===== src/rtl/q4_block_dot_row_accumulator_unit_macros.svh =====
// Assertion helpers for the row accumulator.
`ifndef Q4_BLOCK_DOT_ROW_ACCUMULATOR_UNIT_MACROS_SVH
`define Q4_BLOCK_DOT_ROW_ACCUMULATOR_UNIT_MACROS_SVH

// same-cycle implication
`define Q4BD_ASSERT_NOW(lbl, ante, cons, msg) \
   lbl: assert property (@(posedge clock) disable iff (reset) (ante) |-> (cons)) \
      else $error(msg);

// next-cycle implication
`define Q4BD_ASSERT_NEXT(lbl, ante, cons, msg) \
   lbl: assert property (@(posedge clock) disable iff (reset) (ante) |=> (cons)) \
      else $error(msg);

`endif


===== src/rtl/q4bd_pkg.sv =====
package q4bd_pkg;

   localparam int FloatW = 32;
   localparam int DotW   = 17;
   localparam int PsumW  = 15;
   localparam int QDepth = 4;
   localparam int QPtrW  = $clog2(QDepth);

   localparam logic [31:0] CanonNan = 32'h7FC0_0000;

   typedef struct packed {
      logic [FloatW-1:0]      scale;
      logic signed [DotW-1:0] dot;
      logic                   last;
   } qent_type;

   typedef struct packed {
      logic idle;
      logic emit;
   } bstat_type;

endpackage


===== src/rtl/q4bd_queue.sv =====
module q4bd_queue (
   input  logic                clock,
   input  logic                reset,
   input  logic                push_valid,
   input  q4bd_pkg::qent_type  push_data,
   output logic                push_ready,
   output logic                pop_valid,
   output q4bd_pkg::qent_type  pop_data,
   input  logic                pop_ready
);

   q4bd_pkg::qent_type                mem_ff [q4bd_pkg::QDepth];
   logic [q4bd_pkg::QPtrW-1:0]        wr_ff, wr_in, rd_ff, rd_in;
   logic [q4bd_pkg::QPtrW:0]          cnt_ff, cnt_in;
   logic                              push, pop;

   assign push_ready = cnt_ff != (q4bd_pkg::QPtrW+1)'(q4bd_pkg::QDepth);
   assign pop_valid  = cnt_ff != '0;
   assign pop_data   = mem_ff[rd_ff];
   assign push       = push_valid && push_ready;
   assign pop        = pop_valid && pop_ready;

   always_comb begin
      wr_in  = push ? wr_ff + 1'b1 : wr_ff;
      rd_in  = pop ? rd_ff + 1'b1 : rd_ff;
      cnt_in = cnt_ff + (q4bd_pkg::QPtrW+1)'(push) - (q4bd_pkg::QPtrW+1)'(pop);
   end

   always_ff @(posedge clock) begin
      if (reset) begin
         wr_ff  <= '0;
         rd_ff  <= '0;
         cnt_ff <= '0;
      end else begin
         wr_ff  <= wr_in;
         rd_ff  <= rd_in;
         cnt_ff <= cnt_in;
      end
      if (push) mem_ff[wr_ff] <= push_data;
   end

endmodule


===== config.mk =====
export PLATFORM = sky130hd
export DESIGN_NAME = q4bd_queue
export DESIGN_NICKNAME = d
export VERILOG_FILES = /design/src/rtl/q4_block_dot_row_accumulator_unit_macros.svh /design/src/rtl/q4bd_pkg.sv /design/src/rtl/q4bd_queue.sv
export SDC_FILE = /design/constraint.sdc
export NUM_CORES = 1
export LEC_CHECK = 0
export BUFFER_PORTS_ARGS = -buffer_cell sky130_fd_sc_hd__clkbuf_2
export CAP_MARGIN = 20
export CORE_MARGIN = 3
export CORE_UTILIZATION = 40
export DETAILED_ROUTE_END_ITERATION = 8
export PLACE_DENSITY_LB_ADDON = 0.3
export SYNTH_ARGS = -nofsm -noshare
export SYNTH_HDL_FRONTEND = slang
export SYNTH_SLANG_ARGS = --single-unit

===== constraint.sdc =====
create_clock -name clock -period 2.7 [get_ports clock]
set_input_delay 0.135 -clock clock [delete_from_list [all_inputs] [get_ports clock]]
set_output_delay 0.135 -clock clock [all_outputs]
set_load 0.01 [all_outputs]

# == Yosys cells after proc, flatten, opt, wreduce, memory -nomap -nowiden ==
# Memories as Yosys holds them, arrays and structs flattened. A register that Yosys moved wholly into a read port is not among the register bits.
# Index checks and enable logic that the tools add are counted.
# word_totals
ramBits,200
inputBits,54
regBits,7
output_inout_bits,52
elab_cells,16
mem_count,1
# memory_table
memory,depth,width,rd,rd_clocked_by_memory_dff,write_ports,line,source
mem_ff,4,50,1,1,1,q4bd_queue.sv:12,q4bd_pkg::qent_type mem_ff [q4bd_pkg::QDepth];
# op_classes
eq_ne,1
reduce_logical,3
add_sub_neg,4
mux,4
# ops
cell,n
adder 2 x 1 -> 2 bit (second input constant),2
two-way mux 2 bit,2
adder 3 x 1 -> 3 bit,1
!= test 3 bit (second input constant),1
nonzero test 3 bit,1
subtractor 3 x 1 -> 3 bit,1
logical AND 1 bit,2
two-way mux 1 bit,2

# == Depth between registers and ports, before layout ==
# logic_depth
ltp_word,4
depth_mapped,11
depth_no_buf,11

# == Worst setup path after synthesis ==
# OpenSTA, ideal clock, no wires.
# synth_timing
path_type,reg-to-reg
from,register cnt_ff[1] (netlist name)
to,"memory mem_ff[2][0] (netlist name), enable pin"
n_path_buf,0
t_required_ps,2287
path_stages_with_launch,4
arrival_time_ps,1990
period_less_slack_ps,2403
setup_time_ps,413
setup_slack_ps,297
path_cell_list,dfxtp_1 -> nor2_1 -> a21boi_2 -> and2_1
# synth_between
elab_chain_len,4
# synth_lines
item,line,source
from (decl),q4bd_queue.sv:14,"logic [q4bd_pkg::QPtrW:0] cnt_ff, cnt_in;"
from (signal assigned),q4bd_queue.sv:37,cnt_ff <= cnt_in;
!= test 3 bit,q4bd_queue.sv:17,assign push_ready = cnt_ff != (q4bd_pkg::QPtrW+1)'(q4bd_pkg::QDepth);
logical AND 1 bit,q4bd_queue.sv:20,assign push = push_valid && push_ready;
two-way mux 1 bit,q4bd_queue.sv:39,if (push) mem_ff[wr_ff] <= push_data;
two-way mux 1 bit (not written as such),q4bd_queue.sv:39,
to (decl),q4bd_queue.sv:12,
# Every way passes these cells.

# == Worst setup path after layout ==
# layout_timing
from,register cnt_ff[1] (netlist name)
to,register cnt_ff[2] (netlist name)
# layout_between
elab_chain_len,4
elab_cells_between_ends,6
classes_between,2 x add/sub; 1 x eq/ne; 3 x reduce/logical
# layout_lines
item,line,source
!= test 3 bit,q4bd_queue.sv:17,
logical AND 1 bit,q4bd_queue.sv:20,
adder 3 x 1 -> 3 bit,q4bd_queue.sv:26,cnt_in = cnt_ff + (q4bd_pkg::QPtrW+1)'(push) - (q4bd_pkg::QPtrW+1)'(pop);
subtractor 3 x 1 -> 3 bit *,q4bd_queue.sv:26,
# Every way passes the cells marked *; elsewhere a longest branch is shown, timed or not.
# A chain may end at the register's enable or synchronous reset.

==> impl_metrics.toml <==
[run_status]
status = "complete, no violations"

[routing]
drt_wl_total_mm = 13.7
antenna_left = 0
firstDrtPassIters = 4
vias_per_cell = 4.84
drt_first_iter_violations = 250
post-route-drc-count = 0
wl_per_cell_um = 18.0
vias = 3683

[floorplan]
die_area_mm2 = 0.0211
rows = 50
core_mm2 = 0.0188
io_pins = 106
initial_core_util = 0.411
die_w_um = 145
dieHeight_um = 145

[grt]
grt_pass1_wl_mm = 22.4
gr-total-overflow = 0
antenna_found_initial = 0
grt_pass1_vias = 4076
grt_max_degree = 46
grt_util_all_layers = 0.133

[setup_path]
critPathRequiredTime_ns = 3.10
crit_slowest_cell = "dfxtp_1"
path_class = "reg2reg"
worst_setup_path_start_kind = "flop"
endpoint_kind = "flop"
path_common_cell = "inv_1"
max_stage_delay_ns = 0.45
cp_cell_sequence = "nor2_1 > a21boi_2 > inv_1 > ha_1 > inv_1 > ha_1 > inv_1 > fa_1 > xor2_1 > and2_1 > nor3_1"
critPathArrivalTime_ns = 2.82
path_max_fanout = 7

[synthesis]
synth_area_leaders = "edfxtp_1 78%, mux4_2 15%, dfxtp_1 2.3%, buf_12 1.3%, ha_1 0.97%"
yosys_most_used_dff = "edfxtp_1"
avgSynthCellArea_um2 = 24.9
synth.top_cell.area_share = 0.776
ys_warn_count = 0
synth_edf_count = 200
synthArstFlopShare = 0
synth_cell_types = 25
syn_area_mm2 = 0.00774
synth-seq-area-share = 0.799
syn_inst = 311
ys_ff_latch = 209
synth.most_common_cell = "edfxtp_1"
yosys-top-cells-count = "200 x edfxtp_1, 50 x mux4_2, 9 x dfxtp_1"
synth_largest_area_cell = "edfxtp_1"
synth_fp_nets = 372

[cts]
cts_setup_buffers = 0
cts_resized = 0
cts.clk_slew.worst_paths_ns = 0.06
cts_tree = "done"
clock-sinks = 209
insertion_delay_ns = 0.48
cts_hold_buf = 51
cts_root_buf = "clkbuf_16"
htreeDepth = 1
cts_buffers = 22
clockBufferDepth = 3

[finish]
fin_cells = 761
syn_to_final_growth_pct = 26.6
antennaDiodeCount = 0
n_fill_cell = 1529
seq_area_mm2 = 0.00619
multi_input_area_mm2 = 0.00140
num-nets-final = 547
drive_gt1_frac = 0.399

[timing]
setup_viol = 0
setup_ws_ns = 0.284
fmaxAchievable_mhz = 414
slew_headroom = 0.621
period_share = 0.895
tightest_slew_ns = 0.568
hold_viol = 0
fin_worst_skew_ns = 0.00614
rsz0062_at_grt = "false"
slew_violations = 0
finalCriticalPeriod_ns = 2.42
tns_ns = 0

[placed_design]
pre_cts_ws_ns = 0.297
dp_hpwl_mm = 7.98
numPortBuffers = 105
dp.cells = 671
gp_congestion = 0.707

[power_and_ir_drop]
max-vdd-ir-drop_uv = 502
p_leak_nw = 3.36
p_per_area_mw_per_mm2 = 929

[hold_path]
hold_class = "in2reg"

[run]
max-cap-violations = 0
[per-stage QoR]
| stage | area (um^2) | power [mW] | utilization | hold slack, ns |
|---|---|---|---|---|
| 2_1_floorplan | 7740 | 5.60 | - | 0.234 |
| 3_3_place_gp | 8590 | 6.26 | 0.456 | 0.349 |
| 3_5_place_dp | 8590 | 6.31 | 0.456 | 0.356 |
| 4_1_cts | 9800 | 9.26 | 0.520 | 0.0659 |
| 5_1_grt | 9800 | 9.57 | 0.520 | 0.0892 |
| 6_report | 9800 | 9.11 | 0.520 | 0.0845 |
[report_power, final]
group          switching, mW  total [mW]  leakage, nW  internal (mW)
Combinational           1.01        2.04         1.12           1.04
Clock                   1.13        2.88        0.341           1.75
Sequential             0.206        4.19         1.91           3.98
[cells by family after synthesis]
group | synth area share
DFF | 0.799
muxes | 0.148
and+or+nand+nor | 0.0123
buffers and inverters | 0.0210
adders and majority gates | 0.0123
AOI/OAI and AO/OA | 0.00372
xor gates and xnor gates | 0.00339
[final timing paths]
| check | start | to | slack, ns | cells past startpoint |
|---|---|---|---|---|
| max reg2reg | cnt_ff[1] | cnt_ff[2] | 0.28 | 11 |
| min reg2reg | wr_ff[1] | wr_ff[1] | 0.52 | 2 |
| max | cnt_ff[1] | cnt_ff[2] | 0.28 | 11 |
| min | push_valid | wr_ff[1] | 0.08 | 3 |
[per-layer routing]
| metal | routed length (um) | track usage | share of wire | vias to the layer above |
|---|---|---|---|---|
| li1 | - | - | - | 1658 |
| met1 | 5990 | 0.178 | 0.44 | 1915 |
| met2 | 6800 | 0.224 | 0.50 | 89 |
| met3 | 661 | 0.0334 | 0.048 | 21 |
| met4 | 240 | 0.0299 | 0.018 | 0 |
| met5 | 0 | 0 | 0 | - |
[critical path: cells and delay by family, from the launching register on]
family | cells | cell delay (ns)
DFF | 1 | 0.45
adders and majority gates | 3 | 0.82
xor gates and xnor gates | 1 | 0.16
buffers and inverters | 3 | 0.20
and+or+nand+nor | 3 | 0.41
AOI/OAI and AO/OA | 1 | 0.29
[area by class of cell]
cell class / instances / share of cell area
multi-input cells: 84 / 0.143
repair buffers: 164 / 0.119
flip-flops and latches: 209 / 0.632
clock inverters: 10 / 0.0101
well taps: 260 / 0.0332
clock buffers: 29 / 0.0610
inverters: 5 / 0.00191
[state kept, by name (all words and copies together) (netlist names), named ones only]
signal	flops
mem_ff	200
cnt_ff	3
rd_ff	2
wr_ff	2
[layout by cell type (no fill, tap or decap), types with 2 or more instances in the layout]
cell type,instances
and2_2,4
inv_1,5
clkbuf_2,105
clkinv_2,3
nor2_1,8
edfxtp_1,200
clkinv_1,4
clkbuf_1,6
dlygate4sd3_1,51
mux4_2,50
buf_12,6
buf_4,2
nand2b_1,2
clkbuf_16,23
bufinv_16,2
dfxtp_1,7
ha_1,6
xor2_1,2
No activity file was read; power rests on OpenSTA's default activity.
