===== config.mk =====
export PLATFORM = sky130hd
export DESIGN_NAME = q4bd_back
export DESIGN_NICKNAME = d
export VERILOG_FILES = /design/src/rtl/q4_block_dot_row_accumulator_unit_macros.svh /design/src/rtl/q4bd_pkg.sv /design/src/rtl/q4bd_back.sv
export SDC_FILE = /design/constraint.sdc
export NUM_CORES = 1
export LEC_CHECK = 0
export BUFFER_PORTS_ARGS = -buffer_cell sky130_fd_sc_hd__buf_2
export CELL_PAD_IN_SITES_DETAIL_PLACEMENT = 0
export CELL_PAD_IN_SITES_GLOBAL_PLACEMENT = 1
export CORE_ASPECT_RATIO = 2
export CORE_MARGIN = 3
export CORE_UTILIZATION = 40
export CTS_CLUSTER_DIAMETER = 60
export DETAILED_ROUTE_END_ITERATION = 16
export GPL_TIMING_DRIVEN = 0
export PLACE_DENSITY_LB_ADDON = 0.12
export SLEW_MARGIN = 20
export SYNTH_ARGS = -nofsm -noshare
export SYNTH_HDL_FRONTEND = slang
export SYNTH_SLANG_ARGS = --single-unit
export TNS_END_PERCENT = 10

===== constraint.sdc =====
create_clock -name clock -period 9.2 [get_ports clock]
set_input_delay 0.92 -clock clock [delete_from_list [all_inputs] [get_ports clock]]
set_output_delay 0.92 -clock clock [all_outputs]
set_load 0.05 [all_outputs]

===== src/rtl/q4_block_dot_row_accumulator_unit_macros.svh =====
// Assertion helpers for the row accumulator.
`ifndef Q4_BLOCK_DOT_ROW_ACCUMULATOR_UNIT_MACROS_SVH
`define Q4_BLOCK_DOT_ROW_ACCUMULATOR_UNIT_MACROS_SVH

// same-cycle implication
`define Q4BD_ASSERT_NOW(lbl, ante, cons, msg) \
   lbl: assert property (@(posedge clock) disable iff (reset) (ante) |-> (cons)) \
      else $error(msg);

// next-cycle implication
`define Q4BD_ASSERT_NEXT(lbl, ante, cons, msg) \
   lbl: assert property (@(posedge clock) disable iff (reset) (ante) |=> (cons)) \
      else $error(msg);

`endif


===== src/rtl/q4bd_pkg.sv =====
package q4bd_pkg;

   localparam int FloatW = 32;
   localparam int DotW   = 17;
   localparam int PsumW  = 15;
   localparam int QDepth = 4;
   localparam int QPtrW  = $clog2(QDepth);

   localparam logic [31:0] CanonNan = 32'h7FC0_0000;

   typedef struct packed {
      logic [FloatW-1:0]      scale;
      logic signed [DotW-1:0] dot;
      logic                   last;
   } qent_type;

   typedef struct packed {
      logic idle;
      logic emit;
   } bstat_type;

endpackage


===== src/rtl/q4bd_back.sv =====
module q4bd_back (
   input  logic                clock,
   input  logic                reset,
   input  logic                pop_valid,
   input  q4bd_pkg::qent_type  pop_data,
   output logic                pop_ready,
   output logic                rsp_tvalid,
   input  logic                rsp_tready,
   output logic [31:0]         rsp_tdata,
   output q4bd_pkg::bstat_type status
);

   localparam logic [3:0] S_IDLE  = 4'd0;
   localparam logic [3:0] S_MUL   = 4'd1;
   localparam logic [3:0] S_TNORM = 4'd2;
   localparam logic [3:0] S_TRND  = 4'd3;
   localparam logic [3:0] S_ALIGN = 4'd4;
   localparam logic [3:0] S_ADD   = 4'd5;
   localparam logic [3:0] S_NORM  = 4'd6;
   localparam logic [3:0] S_RND   = 4'd7;
   localparam logic [3:0] S_DONE  = 4'd8;

   localparam logic [1:0] K_FIN  = 2'd0;
   localparam logic [1:0] K_ZERO = 2'd1;
   localparam logic [1:0] K_INF  = 2'd2;
   localparam logic [1:0] K_NAN  = 2'd3;

   function automatic logic [4:0] lzc27(input logic [26:0] x);
      logic [4:0] n;
      begin
         n = 5'd27;
         for (int i = 0; i < 27; i++) begin
            if (x[i]) n = 5'(26 - i);
         end
         return n;
      end
   endfunction

   function automatic logic [31:0] round_pack(input logic s, input logic [8:0] e,
                                              input logic [26:0] n);
      logic        up;
      logic [24:0] r;
      logic [8:0]  ef;
      logic [22:0] m;
      logic [31:0] res;
      begin
         up = n[2] & (n[3] | n[1] | n[0]);
         r  = {1'b0, 1'b1, n[25:3]} + 25'(up);
         ef = e + 9'(r[24]);
         m  = r[24] ? 23'd0 : r[22:0];
         if (ef >= 9'd255) res = {s, 8'hFF, 23'd0};
         else res = {s, ef[7:0], m};
         return res;
      end
   endfunction

   function automatic logic [1:0] fkind(input logic [31:0] f);
      logic [1:0] k;
      begin
         if (f[30:23] == 8'hFF) k = (f[22:0] != 23'd0) ? K_NAN : K_INF;
         else if (f[30:23] == 8'd0) k = K_ZERO;
         else k = K_FIN;
         return k;
      end
   endfunction

   logic [3:0]          state_ff, state_in;
   q4bd_pkg::qent_type  ent_ff, ent_in;
   logic [31:0]         run_ff, run_in;
   logic [26:0]         prod_ff, prod_in;
   logic [26:0]         norm_ff, norm_in;
   logic [26:0]         siga_ff, siga_in, sigb_ff, sigb_in;
   logic [27:0]         sum_ff, sum_in;
   logic [8:0]          exp_ff, exp_in;
   logic                sign_ff, sign_in;
   logic                sub_ff, sub_in;
   logic                zero_ff, zero_in;
   logic [1:0]          kind_ff, kind_in;
   logic [31:0]         term_ff, term_in;
   logic [31:0]         res_ff, res_in;
   logic                rv_ff, rv_in;
   logic [31:0]         rd_ff, rd_in;
   logic                emit;

   assign pop_ready   = state_ff == S_IDLE;
   assign rsp_tvalid  = rv_ff;
   assign rsp_tdata   = rd_ff;
   assign status.idle = state_ff == S_IDLE;
   assign status.emit = emit;

   always_comb begin
      logic [7:0]  sexp;
      logic [15:0] absdot;
      logic [4:0]  lz;
      logic [1:0]  tk, rk;
      logic [31:0] a, b;
      logic [7:0]  d;
      logic [26:0] eb, sh, mask;
      state_in = state_ff;
      ent_in   = ent_ff;
      run_in   = run_ff;
      prod_in  = prod_ff;
      norm_in  = norm_ff;
      siga_in  = siga_ff;
      sigb_in  = sigb_ff;
      sum_in   = sum_ff;
      exp_in   = exp_ff;
      sign_in  = sign_ff;
      sub_in   = sub_ff;
      zero_in  = zero_ff;
      kind_in  = kind_ff;
      term_in  = term_ff;
      res_in   = res_ff;
      rv_in    = rv_ff && !rsp_tready;
      rd_in    = rd_ff;
      emit     = 1'b0;
      sexp     = ent_ff.scale[30:23];
      absdot   = ent_ff.dot[16] ? 16'(-ent_ff.dot) : ent_ff.dot[15:0];
      unique case (state_ff)
         S_IDLE: begin
            if (pop_valid) begin
               ent_in   = pop_data;
               state_in = S_MUL;
            end
         end
         S_MUL: begin
            sign_in = ent_ff.scale[31] ^ ent_ff.dot[16];
            if (sexp == 8'hFF) begin
               kind_in = (ent_ff.scale[22:0] != 23'd0 || absdot == 16'd0) ? K_NAN : K_INF;
            end else if (sexp == 8'd0 || absdot == 16'd0) begin
               kind_in = K_ZERO;
            end else begin
               kind_in = K_FIN;
            end
            prod_in  = 27'({1'b1, ent_ff.scale[22:13]}) * 27'(absdot);
            exp_in   = {1'b0, sexp} + 9'd10;
            state_in = S_TNORM;
         end
         S_TNORM: begin
            lz       = lzc27(prod_ff);
            norm_in  = prod_ff << lz;
            exp_in   = exp_ff - {4'd0, lz};
            state_in = S_TRND;
         end
         S_TRND: begin
            unique case (kind_ff)
               K_NAN:   term_in = q4bd_pkg::CanonNan;
               K_INF:   term_in = {sign_ff, 8'hFF, 23'd0};
               K_ZERO:  term_in = {sign_ff, 31'd0};
               default: term_in = round_pack(sign_ff, exp_ff, norm_ff);
            endcase
            state_in = S_ALIGN;
         end
         S_ALIGN: begin
            tk = fkind(term_ff);
            rk = fkind(run_ff);
            state_in = S_DONE;
            if (tk == K_NAN || rk == K_NAN) begin
               res_in = q4bd_pkg::CanonNan;
            end else if (tk == K_INF && rk == K_INF) begin
               res_in = (term_ff[31] != run_ff[31]) ? q4bd_pkg::CanonNan : term_ff;
            end else if (tk == K_INF) begin
               res_in = term_ff;
            end else if (rk == K_INF) begin
               res_in = run_ff;
            end else if (tk == K_ZERO && rk == K_ZERO) begin
               res_in = {term_ff[31] & run_ff[31], 31'd0};
            end else if (tk == K_ZERO) begin
               res_in = run_ff;
            end else if (rk == K_ZERO) begin
               res_in = term_ff;
            end else begin
               if (term_ff[30:0] > run_ff[30:0]) begin
                  a = term_ff;
                  b = run_ff;
               end else begin
                  a = run_ff;
                  b = term_ff;
               end
               sign_in = a[31];
               exp_in  = {1'b0, a[30:23]};
               sub_in  = a[31] ^ b[31];
               siga_in = {1'b1, a[22:0], 3'd0};
               eb      = {1'b1, b[22:0], 3'd0};
               d       = a[30:23] - b[30:23];
               if (d >= 8'd27) begin
                  sigb_in = 27'd1;
               end else begin
                  sh      = eb >> d;
                  mask    = (27'd1 << d) - 27'd1;
                  sigb_in = sh | 27'((eb & mask) != 27'd0);
               end
               state_in = S_ADD;
            end
         end
         S_ADD: begin
            sum_in   = sub_ff ? {1'b0, siga_ff} - {1'b0, sigb_ff}
                              : {1'b0, siga_ff} + {1'b0, sigb_ff};
            state_in = S_NORM;
         end
         S_NORM: begin
            zero_in = sum_ff == 28'd0;
            if (sum_ff[27]) begin
               norm_in = {sum_ff[27:2], sum_ff[1] | sum_ff[0]};
               exp_in  = exp_ff + 9'd1;
            end else begin
               lz      = lzc27(sum_ff[26:0]);
               norm_in = sum_ff[26:0] << lz;
               exp_in  = exp_ff - {4'd0, lz};
            end
            state_in = S_RND;
         end
         S_RND: begin
            res_in   = zero_ff ? 32'd0 : round_pack(sign_ff, exp_ff, norm_ff);
            state_in = S_DONE;
         end
         S_DONE: begin
            if (ent_ff.last) begin
               if (!rv_ff || rsp_tready) begin
                  emit     = 1'b1;
                  rv_in    = 1'b1;
                  rd_in    = res_ff;
                  run_in   = 32'd0;
                  state_in = S_IDLE;
               end
            end else begin
               run_in   = res_ff;
               state_in = S_IDLE;
            end
         end
         default: state_in = S_IDLE;
      endcase
   end

   always_ff @(posedge clock) begin
      if (reset) begin
         state_ff <= S_IDLE;
         run_ff   <= 32'd0;
         rv_ff    <= 1'b0;
      end else begin
         state_ff <= state_in;
         run_ff   <= run_in;
         rv_ff    <= rv_in;
      end
      ent_ff  <= ent_in;
      prod_ff <= prod_in;
      norm_ff <= norm_in;
      siga_ff <= siga_in;
      sigb_ff <= sigb_in;
      sum_ff  <= sum_in;
      exp_ff  <= exp_in;
      sign_ff <= sign_in;
      sub_ff  <= sub_in;
      zero_ff <= zero_in;
      kind_ff <= kind_in;
      term_ff <= term_in;
      res_ff  <= res_in;
      rd_ff   <= rd_in;
   end

endmodule


* Word level (Yosys, flattened, before mapping) *
Index checks and enable logic that the tools add are counted.

storage, ports and cells
  register bits = 328
  input port bits = 54
  logic and storage cells = 256

operators by class
  $lt $le $gt $ge = 3
  multiplexer cells = 139
  bitwise logic cells = 16
  reductions and logical operators = 31
  multipliers = 1
  shifts and indexed selects = 4
  eq/ne operators = 32
  add/subtract/negate cells = 11

operators by type and width
  operator                                                               count
  32-bit two-way mux                                                     29
  5-bit two-way mux                                                      55
  32-bit case mux with 3 select lines                                    1
  9-bit two-way mux                                                      8
  23-bit nonzero test                                                    3
  32-bit case mux with 2 select lines                                    1
  27-bit by 5-bit << shifter with 26-bit output                          2
  26-bit case mux with 2 select lines                                    1
  4-bit two-way mux                                                      10
  4-bit case mux with 9 select lines                                     1
  9-bit case mux with 4 select lines                                     1
  31-bit greater-than comparator                                         1
  31-bit two-way mux                                                     1
  27-bit by 27-bit adder with 28-bit output                              1
  28-bit logical NOT                                                     1
  28-bit two-way mux                                                     1
  27-bit by 27-bit subtractor with 28-bit output                         1
  27-bit AND                                                             1
  11-bit by 16-bit multiplier with 27-bit output                         1
  27-bit by 1-bit OR with 27-bit output                                  1
  27-bit nonzero test                                                    1
  1-bit by 8-bit << shifter with 27-bit output (first input constant)    1
  27-bit by 8-bit right shift with 27-bit output                         1
  27-bit by 1-bit subtractor with 27-bit output (second input constant)  1
  42 further kinds                                                       112

* Longest topological paths before layout *
Gate-level depths: netlist of run 1.

  depth in word-level cells = 32
  mapped depth = 31
  depth with buffers taken out = 29

* Worst setup path after synthesis of run 1 *
Ideal clock, no wire load.

  path type = flip-flop to flip-flop
  start point = reg ent_ff[3] in the netlist's numbering
  end point = reg prod_ff[25], data pin
  arrival = 6564 ps
  setup time = 270 ps
  required time = 8930 ps
  period minus slack after synthesis = 6834 ps
  path slack = 2366 ps
  cell stages (with the launch flop) = 26
  path buffers = 1
  cells stage by stage = edfxtp_1 > or3_1 > or4_1 > o21ai_0 > xnor2_1 > clkbuf_1 > nand2_1 > fa_1 > inv_1 > fa_1 > inv_1 > fa_1 > inv_1 > fa_1 > inv_1 > fa_1 > inv_1 > ha_1 > a21boi_0 > o21ai_0 > a21boi_0 > o21ai_0 > a211o_1 > or2_2 > a311oi_1 > xor2_1

between the ends
  word-level cells in the longest chain between the ends = 3

RTL lines
  item                                                RTL line          source
  start, declared                                     q4bd_back.sv:68   q4bd_pkg::qent_type ent_ff, ent_in;
  start signal, assigned                              q4bd_back.sv:245  ent_ff <= ent_in;
  16-bit negator                                      q4bd_back.sv:118  absdot = ent_ff.dot[16] ? 16'(-ent_ff.dot) : ent_ff.dot[15:0];
  16-bit two-way mux (*)                              q4bd_back.sv:118
  11-bit by 16-bit multiplier with 27-bit output (*)  q4bd_back.sv:135  prod_in = 27'({1'b1, ent_ff.scale[22:13]}) * 27'(absdot);
  end signal, assigned                                q4bd_back.sv:246  prod_ff <= prod_in;
  end, declared                                       q4bd_back.sv:70   logic [26:0] prod_ff, prod_in;

Mark *: on every way between the ends. The rest lies on a longest branch, timed or not.
A chain may end at the register's enable or synchronous reset.

* Worst setup path after layout of run 1 *
  start point = reg ent_ff[1] in the netlist's numbering
  end point = reg prod_ff[26], data pin

The elaborated chain is that of the path after synthesis.

==> impl_metrics.env, run 1 <==
export IMPL_drc=0
export IMPL_die_area_mm2=0.0729
export IMPL_syn_area_mm2=0.0278
export IMPL_ant_nets=0
export IMPL_yosys_area_top_type="edfxtp_1"
export IMPL_p_per_area_mw_per_mm2=347
export IMPL_final_nets=3416
export IMPL_maxSlewHeadroom=0.202
export IMPL_critical_path_class="register to register"
export IMPL_synth_mux_area_frac=0.0925
export IMPL_async_reset_ff_frac=0
export IMPL_grt_overflow_total=0
export IMPL_drtIter0Drc=1388
export IMPL_grt_pass1_vias=24500
export IMPL_hold_class="register to register"
export IMPL_critPathLaunchType="register"
export IMPL_synth_seq_cells=328
export IMPL_synthAdderAreaFrac=0.165
export IMPL_start_util=0.405
export IMPL_die_x_um=192
export IMPL_core_mm2=0.0687
export IMPL_ir_worst_vdd_mv=0.644
export IMPL_endpoint_kind="register"
export IMPL_synthSimpleGateAreaFrac=0.161
export IMPL_yosys_area_top_type_share=0.314
export IMPL_track_usage=0.299
export IMPL_final_layout_size_suffix_gt1_frac=0.0910
export IMPL_dp_hpwl_um=90400
export IMPL_synthCells=2937
export IMPL_grt_antenna_before_repair=1
export IMPL_post_cts_resize_count=0
export IMPL_grt_max_degree=37
export IMPL_status="finished clean"
export IMPL_critical_path_slowest_cell="edfxtp_1"
export IMPL_synth_main_ff_cell="edfxtp_1"
export IMPL_cts_buffers_inserted=37
export IMPL_cellInternalPower_uw=5820
export IMPL_cts_tree="done"
export IMPL_fmax_mhz=118
export IMPL_clk_pin_slew_ps=70
export IMPL_crit_path_max_fanout=10
export IMPL_p_leak_uw=0.0122
export IMPL_clockRootBuffer="clkbuf_16"
export IMPL_path_buf_inv=6
export IMPL_syn_nets=3281
export IMPL_htree_num_levels=2
export IMPL_io_buffers=88
export IMPL_synth_top_family_by_area="adder cells"
export IMPL_first_pass_iters=7
export IMPL_fin_skew_ps=22.2
export IMPL_synth_compound_area_share=0.146
export IMPL_cap_violations=0
export IMPL_setup_tns_ps=0
export IMPL_timing_final_hold_violations=0
export IMPL_vias=23400
export IMPL_clockPowerShare=0.148
export IMPL_finalCritPeriodShare=0.922
export IMPL_synth_edf_count=291
export IMPL_avgSynthCellArea_um2=9.47
export IMPL_routed_wl_um=110000
export IMPL_maxSlewViolCount=0
export IMPL_die_height_um=379
export IMPL_area_growth_pct=10.7
export IMPL_row_count=136
export IMPL_clock_sinks=328
export IMPL_seqPwrFrac=0.212
export IMPL_synth_top_cells_by_area="edfxtp_1 31%, fa_1 9.1%, ha_1 7.3%"
export IMPL_timing_critical_path_mode_cell="fa_1"
export IMPL_gp_congestion=1.01
export IMPL_grt_pass1_wl_um=158000
export IMPL_setup_viol=0
export IMPL_ios=90
export IMPL_wire_per_inst_um=27.5
export IMPL_cts_setup_buffers=0
export IMPL_worst_slew_pin_slew_ps=1200
export IMPL_hold_buffers=0
export IMPL_critPathRequiredTime_ps=9510
export IMPL_yosys_warnings=0
export IMPL_vias_per_cell=5.86
export IMPL_diodes=0
export IMPL_arrival_ps=8790
export IMPL_switching_share=0.455
export IMPL_synth_cell_type_count=96
export IMPL_power_share_combinational=0.640
export IMPL_slowest_delay_ps=550
export IMPL_crit_family="adder cells"
export IMPL_fin_crit_ps=8480
export IMPL_holdWs_ps=468
export IMPL_p_sw_uw=4860
export IMPL_rsz0062_at_grt="no"
export IMPL_ys_seq_area_frac=0.341
export IMPL_cts_buffer_depth=3
export IMPL_clk_latency_ps=570
export IMPL_synth_xor_area_share=0.0352
[flip-flops by register name, summed over array words and instances, names as in the netlist]
signal / count
ent_ff: 50
exp_ff: 9
kind_ff: 2
norm_ff: 26
prod_ff: 27
res_ff: 32
rsp_tdata: 32
rsp_tvalid: 1
run_ff: 32
siga_ff: 23
sigb_ff: 27
sign_ff: 1
state_ff: 4
sub_ff: 1
sum_ff: 28
term_ff: 32
zero_ff: 1
[cells in the mapped netlist (69+ instances only)]
cell type  count
inv_1        260
nand3_1       74
fa_1         127
o21ai_0      128
clkbuf_1      99
a21oi_1      139
nor2_1       258
ha_1         163
mux2i_1      196
nor3_1        69
edfxtp_1     291
nand2_1      272
[stage by stage]
stage / instances / power (uW) / cell area [um^2] / setup slack [ps] / utilization
2_1_floorplan: 2937 / 7240 / 27800 / 2370 / -
3_3_place_gp: 3922 / 8950 / 29400 / 718 / 0.427
3_5_place_dp: 3930 / 9100 / 29500 / 632 / 0.430
4_1_cts: 3997 / 10700 / 30800 / 584 / 0.448
5_1_grt: 3997 / 11600 / 30800 / 315 / 0.448
6_report: 3997 / 10700 / 30800 / 719 / 0.448
[cell type report]
class	instances	area, um^2
fillers	6811	37900
multi-input cells	2195	16700
flip-flops and latches	328	9480
well taps	897	1120
clock buffers	47	1010
inverters	262	983
plain buffers	152	671
repair buffers	96	571
clock inverters	20	258
[path summary, 6_finish.rpt]
check / end / startpoint / slack [ps] / cells after the start
setup / recovery: prod_ff[26] / ent_ff[1] / 720 / 28
setup reg to reg: prod_ff[26] / ent_ff[1] / 720 / 28
hold reg to reg: rsp_tdata[21] / res_ff[21] / 470 / 0
hold / removal: rsp_tdata[21] / res_ff[21] / 470 / 0
[kinds of logic after synthesis]
family,after synthesis
AO/OA/AOI/OAI,609
flip-flops,328
multiplexers,243
XOR/XNOR,110
AND/OR/NAND/NOR,943
buffers and inverters,414
adder cells (fa/ha/maj),290
[cells in the final DEF (no fill, tap or decap), types with 39 or more instances in the layout]
| cell type | count |
|---|---|
| edfxtp_1 | 291 |
| nand2_1 | 272 |
| inv_1 | 258 |
| nor2_1 | 256 |
| mux2i_1 | 196 |
| ha_1 | 163 |
| a21oi_1 | 139 |
| o21ai_0 | 127 |
| fa_1 | 127 |
| buf_2 | 112 |
| clkbuf_1 | 107 |
| nand3_1 | 74 |
| xnor2_1 | 68 |
| nor3_1 | 68 |
| and2_1 | 63 |
| a22oi_1 | 48 |
| xor2_1 | 40 |
| mux2_2 | 39 |
| clkbuf_16 | 39 |
[power groups by stage]
stage	combinational, uW	sequential [uW]	clock [uW]
floorplan	5010	2230	0
detailed placement	6810	2300	0
global route	7610	2280	1660
CTS	6860	2260	1610
finish	6830	2270	1580
global placement	6650	2300	0
[metal layers]
| layer | vias to the layer above | wire length [um] | track usage |
|---|---|---|---|
| met3 | 393 | 4150 | 0.0379 |
| met4 | 0 | 12900 | 0.280 |
| met5 | - | 0 | 0 |
| li1 | 10800 | - | - |
| met2 | 834 | 60900 | 0.583 |
| met1 | 11500 | 31700 | 0.247 |
No activity file was read; power rests on OpenSTA's default activity.
==> inputs of run 2 (changes only) <==
--- a/config.mk
+++ b/config.mk
@@ -5,12 +5,12 @@
 export SDC_FILE = /design/constraint.sdc
 export NUM_CORES = 1
 export LEC_CHECK = 0
+export ABC_CLOCK_PERIOD_IN_PS = 9200
 export BUFFER_PORTS_ARGS = -buffer_cell sky130_fd_sc_hd__buf_2
 export CELL_PAD_IN_SITES_DETAIL_PLACEMENT = 0
 export CELL_PAD_IN_SITES_GLOBAL_PLACEMENT = 1
 export CORE_ASPECT_RATIO = 2
-export CORE_MARGIN = 3
-export CORE_UTILIZATION = 40
+export CORE_UTILIZATION = 45
 export CTS_CLUSTER_DIAMETER = 60
 export DETAILED_ROUTE_END_ITERATION = 16
 export GPL_TIMING_DRIVEN = 0
==> run 2 against run 1 <==
- global-route usage grew 4.6 points
- register-to-register slack lost 160 ps
- clock skew is essentially flat
- sequential power is essentially flat
- sequential share of layout area grew 0.22 points
- total power grew 0.11%
- routed wire length shrank 2.0%
- critical path type unchanged
- critical endpoint unchanged
==> impl_metrics.env, run 2 (synthesis gave the netlist of run 1 again) <==
export IMPL_ir_worst_vdd_mv=0.949
export IMPL_fin_util=0.501
export IMPL_die_area_mm2=0.0629
export IMPL_setup_tns_ps=0
export IMPL_drc=0
export IMPL_cts_buffers_inserted=35
export IMPL_routed_wl_um=108000
export IMPL_fmax_mhz=116
export IMPL_timing_critical_path_mode_cell="fa_1"
export IMPL_ios=90
export IMPL_critPathLaunchType="register"
export IMPL_start_util=0.456
export IMPL_htree_num_levels=2
export IMPL_vias=23500
export IMPL_maxSlewViolCount=0
export IMPL_worst_slew_pin_slew_ps=1230
export IMPL_critical_path_slowest_cell="clkbuf_1"
export IMPL_post_cts_resize_count=0
export IMPL_vias_per_cell=6.06
export IMPL_cellInternalPower_uw=5770
export IMPL_largest_reg_flops=50
export IMPL_p_leak_uw=0.0122
export IMPL_hold_class="register to register"
export IMPL_endpoint_kind="register"
export IMPL_cts_setup_buffers=0
export IMPL_maxSlewHeadroom=0.181
export IMPL_final_layout_size_suffix_gt1_frac=0.0901
export IMPL_fin_area_mm2=0.0306
export IMPL_grt_antenna_before_repair=0
export IMPL_track_usage=0.345
export IMPL_fin_skew_ps=21.7
export IMPL_cts_buffer_depth=3
export IMPL_grt_pass1_vias=24400
export IMPL_final_nets=3415
export IMPL_hold_buffers=0
export IMPL_switching_share=0.461
export IMPL_cap_violations=0
export IMPL_die_height_um=354
export IMPL_grt_max_degree=37
export IMPL_clk_pin_slew_ps=60
export IMPL_setup_viol=0
export IMPL_filler_cell_count=5834
export IMPL_first_pass_iters=6
export IMPL_critical_path_class="register to register"
export IMPL_placed_area_mm2=0.0294
export IMPL_fin_crit_ps=8640
export IMPL_seqPwrFrac=0.213
export IMPL_area_growth_pct=9.97
export IMPL_grt_pass1_wl_um=156000
export IMPL_crit_path_max_fanout=10
export IMPL_regMostFlops="ent_ff"
export IMPL_grt_overflow_total=0
export IMPL_cts_tree="done"
export IMPL_p_per_area_mw_per_mm2=350
export IMPL_finalCritPeriodShare=0.939
export IMPL_drtIter0Drc=1398
export IMPL_io_buffers=88
export IMPL_critPathRequiredTime_ps=9490
export IMPL_timing_final_hold_violations=0
export IMPL_clockPowerShare=0.139
export IMPL_ant_nets=0
export IMPL_clockRootBuffer="clkbuf_16"
export IMPL_path_buf_inv=6
export IMPL_holdWs_ps=465
export IMPL_status="finished clean"
export IMPL_die_x_um=178
export IMPL_final_cell_mix="291 x edfxtp_1, 272 x nand2_1, 258 x inv_1, 256 x nor2_1, 196 x mux2i_1"
export IMPL_rsz0062_at_grt="no"
export IMPL_arrival_ps=8930
export IMPL_diodes=0
export IMPL_power_share_combinational=0.648
export IMPL_core_mm2=0.0610
export IMPL_crit_family="adder cells"
export IMPL_dp_hpwl_um=87900
export IMPL_row_count=128
export IMPL_wire_per_inst_um=27.7
export IMPL_clock_sinks=328
export IMPL_clk_latency_ps=560
export IMPL_final_common_cell="edfxtp_1"
export IMPL_gp_congestion=1.01
export IMPL_slowest_delay_ps=580
export IMPL_p_sw_uw=4920
==> run 2: changes by cell type in the layout (fill, tap and decap cells not counted), sizes merged <==
cell | before | now
clkbuf | 148 | 141
clkinv | 9 | 12
buf | 147 | 148
clkinvlp | 3 | 2
inv | 266 | 267
==> run 2: per-stage QoR <==
step / total power [uW] / worst slack [ps] / instances
global placement: 8940 / 667 / 3805
global route: 11500 / 231 / 3877
finish: 10700 / 559 / 3877
CTS: 10700 / 567 / 3876
detailed placement: 9120 / 615 / 3813
floorplan: 7240 / 2370 / 2937
==> run 2: final timing paths <==
check             startpoint      endpoint  slack [ps]  cells past startpoint
hold reg to reg    res_ff[4]  rsp_tdata[4]         470                      0
setup reg to reg   ent_ff[1]   prod_ff[26]         560                     29
setup / recovery   ent_ff[1]   prod_ff[26]         560                     29
hold / removal     res_ff[4]  rsp_tdata[4]         470                      0
==> run 2: area by class of cell <==
class                      instances  area [um^2]  share of cell area
clock inverter                    23          265             0.00867
buffer                           152          671              0.0219
inverter                         262          983              0.0322
timing repair buffer              97          578              0.0189
clock buffer                      40          916              0.0299
multi-input combinational       2195        16700               0.547
sequential                       328         9480               0.310
tap                              780          976              0.0319
==> run 2: power by group through the flow <==
stage	combinational (uW)	clock, uW	sequential [uW]
after floorplan	5010	0	2230
after global placement	6650	0	2300
after detailed placement	6820	0	2300
after CTS	6880	1510	2270
after global routing	7660	1560	2280
final	6930	1490	2270
==> run 2: routing by layer <==
metal / part of all wire / GRT usage / routed length [um] / vias up
met5: 0 / 0 / 0 / -
met1: 0.29 / 0.286 / 31700 / 11500
met3: 0.038 / 0.0466 / 4090 / 392
li1: - / - / - / 10800
met2: 0.55 / 0.665 / 59500 / 817
met4: 0.11 / 0.336 / 12200 / 0
==> inputs of run 3 (changes only) <==
--- a/config.mk
+++ b/config.mk
@@ -14,7 +14,8 @@
 export CTS_CLUSTER_DIAMETER = 60
 export DETAILED_ROUTE_END_ITERATION = 16
 export GPL_TIMING_DRIVEN = 0
-export PLACE_DENSITY_LB_ADDON = 0.12
+export PLACE_DENSITY_LB_ADDON = 0.2
+export REMOVE_ABC_BUFFERS = 1
 export SLEW_MARGIN = 20
 export SYNTH_ARGS = -nofsm -noshare
 export SYNTH_HDL_FRONTEND = slang
==> run 3 against run 2 <==
- setup slack gained 670 ps
- count of clock-buffer cells in the layout stayed put
- first-iteration DRC count up 1.3%
- largest cell class unchanged
==> impl_metrics.env, run 3 (synthesis gave the netlist of run 1 again) <==
export IMPL_hold_start="res_ff[26]"
export IMPL_timing_final_hold_violations=0
export IMPL_vias_per_cell=6.05
export IMPL_final_common_cell="edfxtp_1"
export IMPL_clock_sinks=328
export IMPL_fmax_mhz=125
export IMPL_endpoint_kind="register"
export IMPL_die_height_um=354
export IMPL_r2r_cells=24
export IMPL_crit_family="adder cells"
export IMPL_final_nets=3291
export IMPL_hold_buffers=0
export IMPL_ant_nets=0
export IMPL_core_mm2=0.0610
export IMPL_fin_area_mm2=0.0305
export IMPL_crit_path_max_fanout=13
export IMPL_track_usage=0.300
export IMPL_dp_hpwl_um=75300
export IMPL_cts_tree="done"
export IMPL_htree_num_levels=2
export IMPL_p_leak_uw=0.0122
export IMPL_worst_slew_pin_slew_ps=1090
export IMPL_r2r_slack_ps=1230
export IMPL_grt_pass1_wl_um=140000
export IMPL_worstReg2RegStart="ent_ff[1]"
export IMPL_first_pass_iters=5
export IMPL_critical_path_class="register to register"
export IMPL_critPathLaunchType="register"
export IMPL_drc=0
export IMPL_clk_pin_slew_ps=60
export IMPL_drtIter0Drc=1416
export IMPL_final_cell_mix="291 x edfxtp_1, 271 x nand2_1, 258 x inv_1, 255 x nor2_1, 195 x mux2i_1"
export IMPL_vias=22700
export IMPL_hold_class="register to register"
export IMPL_die_x_um=178
export IMPL_holdPathStages=0
export IMPL_worstPathCellList="inv_1 > ha_1 > nand2b_1 > xnor2_1 > nand2_1 > fa_1 > inv_1 > ha_1 > fa_1 > inv_1 > fa_1 > inv_1 > fa_1 > ha_1 > a21boi_0 > o21ai_0 > a21boi_0 > o21ai_0 > a21boi_0 > o21ai_0 > a211o_1 > or2_2 > a311oi_1 > xor2_1"
export IMPL_finalNonFillerCells=3751
export IMPL_finalCritPeriodShare=0.866
export IMPL_clockRootBuffer="clkbuf_16"
export IMPL_largest_reg_flops=50
export IMPL_critPathRequiredTime_ps=9460
export IMPL_maxSlewHeadroom=0.276
export IMPL_routed_wl_um=93400
export IMPL_io_buffers=89
export IMPL_setup_viol=0
export IMPL_placed_area_mm2=0.0294
export IMPL_start_util=0.456
export IMPL_reg2reg_to="prod_ff[25]"
export IMPL_status="finished clean"
export IMPL_cts_buffers_inserted=34
export IMPL_p_per_area_mw_per_mm2=337
export IMPL_final_layout_size_suffix_gt1_frac=0.0990
export IMPL_diodes=0
export IMPL_ios=90
export IMPL_rsz0062_at_grt="no"
export IMPL_fin_util=0.500
export IMPL_cts_buffer_depth=3
export IMPL_post_cts_resize_count=0
export IMPL_maxSlewViolCount=0
export IMPL_grt_max_degree=40
export IMPL_gp_congestion=0.967
export IMPL_row_count=128
export IMPL_grt_pass1_vias=23400
export IMPL_place_inst=3691
export IMPL_die_area_mm2=0.0629
export IMPL_slowest_delay_ps=850
export IMPL_path_buf_inv=4
export IMPL_critical_path_slowest_cell="xnor2_1"
export IMPL_cts_setup_buffers=0
export IMPL_wire_per_inst_um=24.9
export IMPL_ir_worst_vdd_mv=0.642
export IMPL_regMostFlops="ent_ff"
export IMPL_setup_tns_ps=0
export IMPL_grt_overflow_total=0
export IMPL_clk_latency_ps=550
export IMPL_place_ws_ps=1250
export IMPL_worstHoldEndpoint="rsp_tdata[26]"
export IMPL_area_growth_pct=9.65
export IMPL_worst_slack_ps=1230
export IMPL_fin_skew_ps=26.8
export IMPL_cap_violations=0
export IMPL_fin_crit_ps=7970
export IMPL_arrival_ps=8230
export IMPL_grt_antenna_before_repair=3
-- run 3: power by group --
part / total [uW] / switching, uW / internal (uW)
Sequential: 2310 / 194 / 2110
Clock: 1390 / 599 / 790
Combinational: 6570 / 3750 / 2810
Total: 10300 / 4550 / 5720
-- run 3: final cells by class --
type	instances	area (um^2)
fill	5668	30500
multi-input combinational	2195	16900
sequential	328	9480
timing repair buffer	126	1050
inverter	262	983
tap	780	976
clock buffer	40	895
clock inverter	20	206
-- run 3: routing by layer --
layer / up-vias / global-route usage / wire length (um)
li1: 10500 / - / -
met1: 11100 / 0.268 / 28900
met2: 779 / 0.577 / 51300
met3: 324 / 0.0348 / 3550
met4: 6 / 0.260 / 9520
met5: - / 0 / 41
-- run 3: worst max path at each step --
stage | startpoint | to | depth (start not counted)
6_report | ent_ff[1] | prod_ff[25] | 24
5_1_grt | ent_ff[1] | prod_ff[25] | 25
4_1_cts | ent_ff[1] | prod_ff[25] | 25
3_5_place_dp | ent_ff[1] | prod_ff[25] | 25
3_3_place_gp | run_ff[23] | sigb_ff[0] | 19
2_1_floorplan | prod_ff[4] | exp_ff[8] | 16
-- run 3: metrics by stage --
step,total power [uW],hold slack [ps]
3_5_place_dp,8900,437
4_1_cts,10300,451
3_3_place_gp,8670,433
6_report,10300,458
5_1_grt,11200,466
2_1_floorplan,7210,427
